`src/u2fr_pkg.sv`:
```
// shared types and constants for the hid response reassembler
`default_nettype none
package u2fr_pkg;

	localparam int unsigned REPORT_BYTES    = 64;
	localparam int unsigned POS_W           = $clog2(REPORT_BYTES + 1);
	localparam int unsigned INIT_DATA_START = 7;
	localparam int unsigned CHAN_ID_BYTES   = 4;
	localparam int unsigned CMD_POS         = 4;
	localparam int unsigned COUNT_HI_POS    = 5;
	localparam int unsigned COUNT_LO_POS    = 6;

	localparam logic [31:0] CHANNEL_ID_RESET = 32'hFFFF_FFFF;

	// register select, taken from paddr bit 2
	localparam logic REG_CHANNEL_ID = 1'b0;

	localparam logic [1:0] KIND_DATA  = 2'd0;
	localparam logic [1:0] KIND_EMPTY = 2'd1;
	localparam logic [1:0] KIND_ERROR = 2'd2;

	localparam logic [1:0] ERR_NONE = 2'd0;
	localparam logic [1:0] ERR_INIT = 2'd1;
	localparam logic [1:0] ERR_SEQ  = 2'd2;

	typedef struct packed {
		logic       valid;
		logic [1:0] kind;
		logic [7:0] data;
		logic [6:0] command;
		logic       last;
		logic [1:0] error_code;
	} result_t;

endpackage
`default_nettype wire

```
`src/u2fr_frame.sv`:
```
// frame tracking state and per-beat result decode
`default_nettype none
module u2fr_frame
	import u2fr_pkg::*;
(
	input  wire logic        clk,
	input  wire logic        arst_n,
	input  wire logic        fire,
	input  wire logic [7:0]  report_byte,
	input  wire logic        report_start,
	input  wire logic [31:0] channel_id,
	output result_t          res
);

	logic             collecting_q, collecting_d;
	logic [POS_W-1:0] pos_q, pos_d;
	logic             chan_match_q, chan_match_d;
	logic             is_init_q, is_init_d;
	logic             ignored_q, ignored_d;
	logic [15:0]      remaining_q, remaining_d;
	logic [7:0]       exp_seq_q, exp_seq_d;
	logic [6:0]       cmd_q, cmd_d;
	logic [7:0]       count_hi_q, count_hi_d;

	logic [POS_W-1:0] p;
	logic [7:0]       want;
	logic [15:0]      count;

	always_comb begin
		p = report_start ? '0 : pos_q;
		case (p[1:0])
			2'd0:    want = channel_id[31:24];
			2'd1:    want = channel_id[23:16];
			2'd2:    want = channel_id[15:8];
			default: want = channel_id[7:0];
		endcase
		count = {count_hi_q, report_byte};

		collecting_d = collecting_q;
		pos_d        = p;
		chan_match_d = chan_match_q;
		is_init_d    = is_init_q;
		ignored_d    = ignored_q;
		remaining_d  = remaining_q;
		exp_seq_d    = exp_seq_q;
		cmd_d        = cmd_q;
		count_hi_d   = count_hi_q;

		res            = '0;
		res.command    = cmd_q;

		if (p < POS_W'(REPORT_BYTES)) begin
			pos_d = p + POS_W'(1);
			if (p < POS_W'(CHAN_ID_BYTES)) begin
				if (p == '0) begin
					chan_match_d = (report_byte == want);
					is_init_d    = 1'b0;
					ignored_d    = 1'b0;
				end else if (report_byte != want) begin
					chan_match_d = 1'b0;
				end
			end else if (p == POS_W'(CMD_POS)) begin
				if (!chan_match_q) begin
					ignored_d = 1'b1;
				end else begin
					is_init_d = report_byte[7];
					if (!collecting_q) begin
						if (!report_byte[7]) begin
							ignored_d = 1'b1;
						end else begin
							cmd_d = report_byte[6:0];
						end
					end else if (report_byte[7]) begin
						// init frame in the middle of a message
						collecting_d   = 1'b0;
						ignored_d      = 1'b1;
						res.valid      = 1'b1;
						res.kind       = KIND_ERROR;
						res.last       = 1'b1;
						res.error_code = ERR_INIT;
					end else if (report_byte != exp_seq_q) begin
						collecting_d   = 1'b0;
						ignored_d      = 1'b1;
						res.valid      = 1'b1;
						res.kind       = KIND_ERROR;
						res.last       = 1'b1;
						res.error_code = ERR_SEQ;
					end else begin
						exp_seq_d = exp_seq_q + 8'd1;
					end
				end
			end else if (!ignored_q) begin
				if (is_init_q && p < POS_W'(INIT_DATA_START)) begin
					if (p == POS_W'(COUNT_HI_POS)) begin
						count_hi_d = report_byte;
					end else begin
						remaining_d = count;
						exp_seq_d   = '0;
						if (count == '0) begin
							collecting_d = 1'b0;
							res.valid    = 1'b1;
							res.kind     = KIND_EMPTY;
							res.last     = 1'b1;
						end else begin
							collecting_d = 1'b1;
						end
					end
				end else if (collecting_q && remaining_q != '0) begin
					remaining_d = remaining_q - 16'd1;
					res.valid   = 1'b1;
					res.kind    = KIND_DATA;
					res.data    = report_byte;
					if (remaining_q == 16'd1) begin
						collecting_d = 1'b0;
						res.last     = 1'b1;
					end
				end
			end
		end
	end

	always_ff @(posedge clk or negedge arst_n) begin
		if (!arst_n) begin
			collecting_q <= 1'b0;
			pos_q        <= '0;
			chan_match_q <= 1'b1;
			is_init_q    <= 1'b0;
			ignored_q    <= 1'b0;
			remaining_q  <= '0;
			exp_seq_q    <= '0;
			cmd_q        <= '0;
			count_hi_q   <= '0;
		end else if (fire) begin
			collecting_q <= collecting_d;
			pos_q        <= pos_d;
			chan_match_q <= chan_match_d;
			is_init_q    <= is_init_d;
			ignored_q    <= ignored_d;
			remaining_q  <= remaining_d;
			exp_seq_q    <= exp_seq_d;
			cmd_q        <= cmd_d;
			count_hi_q   <= count_hi_d;
		end
	end

endmodule
`default_nettype wire

```
`src/u2f_hid_response_reassembler_top.sv`:
```
// top level: register port, frame tracker and output skid stage
`default_nettype none
// Takes one HID report byte per beat and rebuilds one message: bytes 0..3 are
// the channel id (compared with channel_id, first byte in bits 31..24), byte 4
// is the command or sequence number, an init frame carries a 16-bit count in
// bytes 5 and 6. Each payload byte comes out as a result beat of kind 0, the
// final one with last set; an empty message gives one kind 1 beat and errors
// give a kind 2 beat. A byte is taken every cycle while report_stall is low:
// its decode sits between the input port and the result register, so a
// result beat is registered into the output register, or into a one-entry
// skid register that holds a second result while the first one is stalled,
// so bytes keep flowing until two results are waiting. report_stall rises
// only when that skid entry is occupied. channel_id sits at byte address 0
// and should be written only while the block is idle.
module u2f_hid_response_reassembler_top
	import u2fr_pkg::*;
(
	input  wire logic        clk,
	input  wire logic        arst_n,
	input  wire logic        psel,
	input  wire logic        penable,
	input  wire logic        pwrite,
	input  wire logic [2:0]  paddr,
	input  wire logic [31:0] pwdata,
	output logic      [31:0] prdata,
	output logic             pready,
	input  wire logic        report_valid,
	output logic             report_stall,
	input  wire logic [7:0]  report_byte,
	input  wire logic        report_start,
	output logic             result_valid,
	input  wire logic        result_stall,
	output logic      [1:0]  kind,
	output logic      [7:0]  data,
	output logic      [6:0]  command,
	output logic             last,
	output logic      [1:0]  error_code
);

	logic [31:0] channel_id_q;
	logic        fire;
	result_t     res;
	result_t     out_q;
	result_t     skid_q;
	logic        take;

	assign pready = 1'b1;
	assign prdata = (paddr[2] == REG_CHANNEL_ID) ? channel_id_q : '0;

	always_ff @(posedge clk or negedge arst_n) begin
		if (!arst_n) begin
			channel_id_q <= CHANNEL_ID_RESET;
		end else if (psel && penable && pwrite && pready && paddr[2] == REG_CHANNEL_ID) begin
			channel_id_q <= pwdata;
		end
	end

	assign report_stall = skid_q.valid;
	assign fire         = report_valid && !report_stall;

	u2fr_frame u_frame (
		.clk          (clk),
		.arst_n       (arst_n),
		.fire         (fire),
		.report_byte  (report_byte),
		.report_start (report_start),
		.channel_id   (channel_id_q),
		.res          (res)
	);

	assign take = !out_q.valid || !result_stall;

	always_ff @(posedge clk or negedge arst_n) begin
		if (!arst_n) begin
			out_q  <= '0;
			skid_q <= '0;
		end else if (take) begin
			// skid entry drains first; no new beat is taken while it is full
			out_q.valid  <= skid_q.valid || (fire && res.valid);
			skid_q.valid <= 1'b0;
			if (skid_q.valid) begin
				out_q.kind       <= skid_q.kind;
				out_q.data       <= skid_q.data;
				out_q.command    <= skid_q.command;
				out_q.last       <= skid_q.last;
				out_q.error_code <= skid_q.error_code;
			end else begin
				out_q.kind       <= res.kind;
				out_q.data       <= res.data;
				out_q.command    <= res.command;
				out_q.last       <= res.last;
				out_q.error_code <= res.error_code;
			end
		end else if (fire && res.valid) begin
			skid_q.valid      <= 1'b1;
			skid_q.kind       <= res.kind;
			skid_q.data       <= res.data;
			skid_q.command    <= res.command;
			skid_q.last       <= res.last;
			skid_q.error_code <= res.error_code;
		end
	end

	assign result_valid = out_q.valid;
	assign kind         = out_q.kind;
	assign data         = out_q.data;
	assign command      = out_q.command;
	assign last         = out_q.last;
	assign error_code   = out_q.error_code;

endmodule
`default_nettype wire

```
`config.mk`:
```
export PLATFORM = sky130hd
export DESIGN_NAME = u2f_hid_response_reassembler_top
export DESIGN_NICKNAME = d
export VERILOG_FILES = /design/src/u2fr_pkg.sv /design/src/u2fr_frame.sv /design/src/u2f_hid_response_reassembler_top.sv
export SDC_FILE = /design/constraint.sdc
export NUM_CORES = 1
export LEC_CHECK = 0
export CAP_MARGIN = 25
export CORE_MARGIN = 4
export CORE_UTILIZATION = 40
export CTS_CLUSTER_DIAMETER = 60
export DETAILED_ROUTE_END_ITERATION = 8
export DONT_BUFFER_PORTS = 1
export GPL_TIMING_DRIVEN = 0
export HOLD_SLACK_MARGIN = 0.08
export PLACE_DENSITY = 0.57
export SLEW_MARGIN = 20
export SYNTH_ARGS = -nofsm -noshare
export SYNTH_HDL_FRONTEND = slang
export SYNTH_SLANG_ARGS = --single-unit
```
`constraint.sdc`:
```
create_clock -name clk -period 4.11 [get_ports clk]
set_input_delay 0.411 -clock clk [delete_from_list [all_inputs] [get_ports clk]]
set_output_delay 0.411 -clock clk [all_outputs]
set_load 0.02 [all_outputs]
```
Word-level counts from Yosys, hierarchy flattened:

Index checks and enable logic that the tools add are counted.

* input port bits: 51
* memory bits (read-only): 0
* latch bits: 0
* logic and storage cells: 155
* register bits after elaboration: 124
* memories: 0
* output and inout bits: 55
* RAM bits: 0

* shift operators: 0
* reduce and logical (&&, ||, !) cells: 33
* div/mod/pow operators: 0
* $lt $le $gt $ge: 3
* bitwise logic cells: 6
* multipliers: 0
* mux-type cells: 69
* equality and inequality tests: 19
* add/sub/neg operators: 3

Operators by type and width (count)
* 8-bit two-way mux: 10
* 16-bit two-way mux: 3
* 11-bit two-way mux: 4
* 3-bit two-way mux: 13
* 1-bit two-way mux: 32
* 32-bit two-way mux: 1
* 8-bit one-hot mux with 3 select lines: 1
* 21-bit two-way mux: 1
* 7-bit AND reduction: 3
* 20-bit two-way mux: 1
* 16-bit by 1-bit equality test with 1-bit output (second input constant): 1
* 16-bit logical NOT: 1
* 8-bit inequality test: 2
* 16-bit nonzero test: 1
* 16-bit by 1-bit subtractor with 16-bit output (second input constant): 1
* 7-bit by 3-bit equality test with 1-bit output (second input constant): 2
* 7-bit by 3-bit < comparator with 1-bit output (second input constant): 2
* 7-bit two-way mux: 2
* 2-bit nonzero test: 6
* 2-bit inequality test (second input constant): 5
* 10-bit AND reduction: 1
* 8-bit by 1-bit adder with 8-bit output (second input constant): 1
* 8-bit equality test: 1
* 8-bit AND reduction: 1
* other kinds (20): 37

Depth between registers and ports, before layout:

* depth after elaboration: 11
* mapped depth: 13
* depth with buffers taken out: 10

Cells and area by module:

Synthesis repeated with hierarchy kept, for this count alone.

* cell total of the unflattened synthesis: 658
* area, all modules: 6942.9 sq um

By module, submodules not included
* u2fr_frame: sequential area each 1252.5 sq um, times used 1, cells each 414, area each 3590.9 sq um
* u2f_hid_response_reassembler_top: sequential area each 1891.8 sq um, times used 1, cells each 244, area each 3352.0 sq um

Worst setup path after synthesis:

Ideal clock, no wire load.

* path kind: input-to-reg
* start: in report_start
* end: reg skid_q[0] (netlist bit)
* path buffers: 3
* data arrival time: 2.938 ns
* setup time: 0.125 ns
* stages: 13
* path slack: 1.047 ns
* data required time: 3.985 ns
* path through: clkbuf_1 > inv_1 > nand2_1 > inv_1 > ha_1 > clkbuf_1 > nor4bb_1 > or4_1 > nor3_1 > a211o_1 > and3b_4 > buf_6 > mux2_4

* cells in the longest elaborated chain, start to end: 10
* elaborated cells between the ends (all ways): 18
* classes of those cells: 3 x order compare; 2 x eq/ne; 10 x mux; 3 x reduce/logical

Ends and longest elaborated chain
* from (decl): RTL line u2f_hid_response_reassembler_top.sv:30 `input wire logic report_start,`
* 7-bit two-way mux (*): RTL line u2fr_frame.sv:30 `p = report_start ? '0 : pos_q;`
* 7-bit by 3-bit < comparator with 1-bit output / 7-bit by 3-bit equality test with 1-bit output (equally long branches): RTL line u2fr_frame.sv:93, u2fr_frame.sv:94
* 1-bit logical AND / 3-bit two-way mux (equally long branches): RTL line u2fr_frame.sv:93, u2fr_frame.sv:94
* 3-bit two-way mux: RTL line u2fr_frame.sv:93 `if (is_init_q && p < POS_W'(INIT_DATA_START)) begin`
* 11-bit two-way mux: RTL line u2fr_frame.sv:92 `end else if (!ignored_q) begin`
* 3-bit two-way mux: RTL line u2fr_frame.sv:62 `end else if (p == POS_W'(CMD_POS)) begin`
* 11-bit two-way mux: RTL line u2fr_frame.sv:54 `if (p < POS_W'(CHAN_ID_BYTES)) begin`
* 11-bit two-way mux: RTL line u2fr_frame.sv:52 `if (p < POS_W'(REPORT_BYTES)) begin`
* 1-bit logical AND: RTL line u2f_hid_response_reassembler_top.sv:94 `end else if (fire && res.valid) begin`
* 2-bit AND reduction (no source line)
* to (decl): RTL line u2f_hid_response_reassembler_top.sv:44 `result_t skid_q;`

Mark *: on every way between the ends. The rest lies on a longest branch, timed or not.
A chain may end at the register's enable or synchronous reset.

Worst setup path after layout:

* start: in report_start
* end: reg u_frame.remaining_q[14]

* cells in the longest elaborated chain, start to end: 5
* elaborated cells between the ends (all ways): 13
* classes of those cells: 3 x order compare; 3 x eq/ne; 2 x mux; 2 x bitwise; 3 x reduce/logical

Ends and longest elaborated chain
* 7-bit two-way mux (*): RTL line u2fr_frame.sv:30
* 7-bit by 3-bit < comparator with 1-bit output: RTL line u2fr_frame.sv:93
* 1-bit logical AND: RTL line u2fr_frame.sv:93
* 2-bit inequality test (no source line) / 2-bit nonzero test (equally long branches)
* 7-bit AND reduction (no source line)
* to (signal assigned): RTL line u2fr_frame.sv:139 `remaining_q <= remaining_d;`
* to (decl): RTL line u2fr_frame.sv:20 `logic [15:0] remaining_q, remaining_d;`

Marks and branches as above.

==> flow_summary.yaml <==
run_status:
  status: "complete, no violations"
grt:
  grt_start_max_net_pins: 125
  track_usage_pct: 19.76
  grt_pass1_vias: 5431
  antenna_found_initial: 0
  grt_overflow_total: 0
  grt_first_pass_wirelength_microns: 29010
power:
  seqPwrFrac_pct: 42.8
  clockPowerShare_pct: 42.8
  power_density_nw_per_um2: 451.3
  leakagePower_uw: 0.003241
  switching_share_pct: 27.47
  switchingPower_uw: 940.4
  irDropWorstVdd_mv: 0.3482
  p_int_uw: 2483
  total_power_uw: 3423
  combPwrFrac_pct: 14.4
worst_setup_path:
  r2r-start: "u_frame.pos_q[1]"
  critical_path.max_stage_delay_ns: 0.50
  cp-startpoint: "report_start"
  critPathArrivalTime_ns: 3.56
  reg2regPathDepth: 12
  rrSetupSlack_ns: 0.91
  crit_path_end_kind: "flop"
  worstPathMaxFanout: 10
  path_cells: "clkbuf_1 > inv_1 > nand2_1 > inv_1 > ha_1 > clkbuf_1 > nor4bb_1 > or4_1 > or2_2 > o21ai_2 > buf_2 > nand3_1 > o2bb2ai_1"
  critical-path-top-delay-family: "simple AND/OR/NAND/NOR gates"
  r2r-end: "u_frame.remaining_q[14]"
  crit_buf_inv: 5
  cp.required_ns: 4.40
  criticalPathCategory: "in2reg"
  cp_slowest_cell: "or4_1"
  start_kind: "primary input"
placement:
  placed_cell_area_sq_um: 6965
  place_hpwl_microns: 12440
  io_buffers: 0
  gp_congestion: 0.8205
detailed_routing:
  wl_microns: 17800
  vias_per_cell: 5.662
  drt_iter0_drc: 386
  num_vias: 5203
  dr.pass1.iters: 5
  post_drt_wl_per_cell_microns: 19.37
  ant_nets: 0
  drc_errors: 0
logic_synthesis:
  ys.flop_type: "dfrtp_1"
  syn_area_per_cell_sq_um: 10.07
  synth-seq-cells: 124
  postSynth.asyncResetShare_pct: 100.0
  syn_inst: 664
  synth_area_sq_um: 6685
  ys_seq_area_share_pct: 47.03
  ys_types: 67
  synth_nets: 721
  yosys_warnings: 0
  synth-edff-count: 0
finish:
  mostFrequentLayoutCell: "dfrtp_1"
  drive_gt1_share_pct: 20.74
  fill_cells: 1588
  fin_nets: 743
  final_cell_mix: "91 x dfrtp_1, 51 x nand2_1, 46 x mux2_2"
  antennaDiodeCount: 0
  design_area_sq_um: 7585
  area_growth_pct: 13.46
hold_path:
  hp-start: "pwdata[26]"
  worst_hold_path.endpoint: "channel_id_q[26]"
  whs_path_depth: 1
  hp-class: "in2reg"
sta:
  max_freq_mhz: 305.4
  rsz0062_at_grt: "no"
  period_minus_slack_ns: 3.274
  skew_ns: 0.01027
  relSlewSlack_pct: 43.57
  tns_ns: 0
  tightest_slew_ns: 0.8400
  setup_viol_count_final: 0
  timing_max_transition_violations_final: 0
  fin_crit_sh_pct: 79.66
  hold_violations: 0
floorplanning:
  initial_core_util_pct: 40.60
  rows: 47
  die_h_microns: 137.3
  io_pins: 106
  die_area_sq_um: 18850
  coreArea_sq_um: 16470
  die_w_microns: 137.3
clock_network:
  postCtsResizedCells: 0
  h-tree-depth: 4
  clock_sinks: 124
  cts_buffer_depth: 2
  path_clk_slew_ns: 0.06
  cts_inserted_buffers: 17
  clk_latency_ns: 0.42
  cts-root-buf: "clkbuf_16"
  tritoncts: "done"
job:
  drv_cap: 0
[through the flow]
step           instances  hold WS, ns  utilization (%)  setup WS [ns]
2_1_floorplan        664       0.1154                -          1.047
3_3_place_gp         884       0.1237            42.27         0.4818
3_5_place_dp         885       0.1230            42.30         0.4313
4_1_cts              919       0.1295            46.06         0.8630
5_1_grt              919       0.1221            46.06         0.6427
6_report             919       0.1449            46.06         0.8361
[routing by layer]
metal	wire (microns)	track usage (%)	vias to the layer above
met5	0	0	-
met4	130	4.213	0
met3	1179	5.917	13
met2	8452	31.53	170
met1	8038	26.73	2583
li1	-	-	2437
[cell families (layout without fill, tap and decap cells)]
logic type | Yosys count | in the layout | share of synthesized area (%)
and+or+nand+nor | 244 | 244 | 19.65
AOI/OAI and AO/OA | 142 | 142 | 13.85
DFF | 124 | 124 | 47.03
muxes | 74 | 74 | 12.90
buffers and inverters | 61 | 96 | 3.818
xor gates and xnor gates | 12 | 12 | 1.572
adders and majority gates | 6 | 6 | 1.123
other | 1 | 1 | 0.05609
[Yosys cell counts (6+ instances only)]
master | number | area [sq um]
and2_1 | 9 | 56.30
mux2_4 | 12 | 180.2
clkbuf_1 | 33 | 123.9
nand3_1 | 18 | 90.09
nand4_1 | 12 | 75.07
mux2i_1 | 15 | 150.1
nor2b_1 | 44 | 275.3
nor4_1 | 9 | 56.30
a221o_1 | 8 | 80.08
dfrtp_1 | 91 | 2277
xnor2_1 | 8 | 70.07
dfstp_2 | 33 | 867.1
ha_1 | 6 | 75.07
nand2_1 | 51 | 191.4
nor2_1 | 44 | 165.2
a31oi_1 | 17 | 106.4
inv_1 | 17 | 63.81
or3_1 | 12 | 75.07
a21oi_1 | 45 | 225.2
mux2_2 | 46 | 518.0
o2bb2ai_1 | 7 | 61.31
nor3_1 | 18 | 90.09
o21ai_0 | 26 | 130.1
buf_2 | 6 | 30.03
o211ai_1 | 7 | 52.55
[worst register-to-register path, cell delays in order, from the launching register on]
cell and delay (ns):
dfrtp_1 0.32, buf_2 0.18, nor2b_1 0.24, inv_1 0.07, ha_1 0.17, clkbuf_1 0.24
nor4bb_1 0.22, or4_1 0.50, or2_2 0.35, o21ai_2 0.19, buf_2 0.33, nand3_1 0.12
o2bb2ai_1 0.16
[worst max-delay path by stage]
stage                                    to  slack [ns]  depth (start not counted)
detailed placement  u_frame.remaining_q[14]        0.43                         13
CTS                               skid_q[3]        0.86                         13
floorplan                         skid_q[0]        1.05                         13
global route        u_frame.remaining_q[13]        0.64                         13
finish              u_frame.remaining_q[14]        0.84                         13
global placement    u_frame.remaining_q[14]        0.48                         13
[area by class of cell]
type / instances / area (sq um) / area share (%)
multi-input combinational: 479 / 3286 / 43.32
sequential: 124 / 3144 / 41.46
clock buffer: 22 / 496.7 / 6.549
tap: 220 / 275.3 / 3.629
buffer: 44 / 191.4 / 2.524
clock inverter: 10 / 85.08 / 1.122
inverter: 17 / 63.81 / 0.8413
timing repair buffer: 3 / 42.54 / 0.5609
[flip-flops by register name (all words and copies together), names as in the netlist]
name                  cells
u_frame.exp_seq_q         8
data                      8
u_frame.ignored_q         1
command                   7
report_stall              1
u_frame.is_init_q         1
result_valid              1
u_frame.chan_match_q      1
u_frame.collecting_q      1
u_frame.pos_q             7
last                      1
kind                      2
u_frame.cmd_q             7
u_frame.count_hi_q        8
channel_id_q             32
error_code                2
u_frame.remaining_q      16
skid_q                   20
[power groups by stage]
stage	logic (uW)	registers [uW]	clock network (uW)
6_report	493	1460	1470
5_1_grt	552	1480	1560
4_1_cts	498	1460	1490
3_5_place_dp	466	1480	0
3_3_place_gp	456	1470	0
2_1_floorplan	380	1440	0
[repair_timing]
action / in CTS / in global routing
setup buffers: 0 / 0
endpoints found under the hold margin: 124 / 0
hold buffers: 2 / 0
Note: power is estimated with default switching activity, not from simulation.
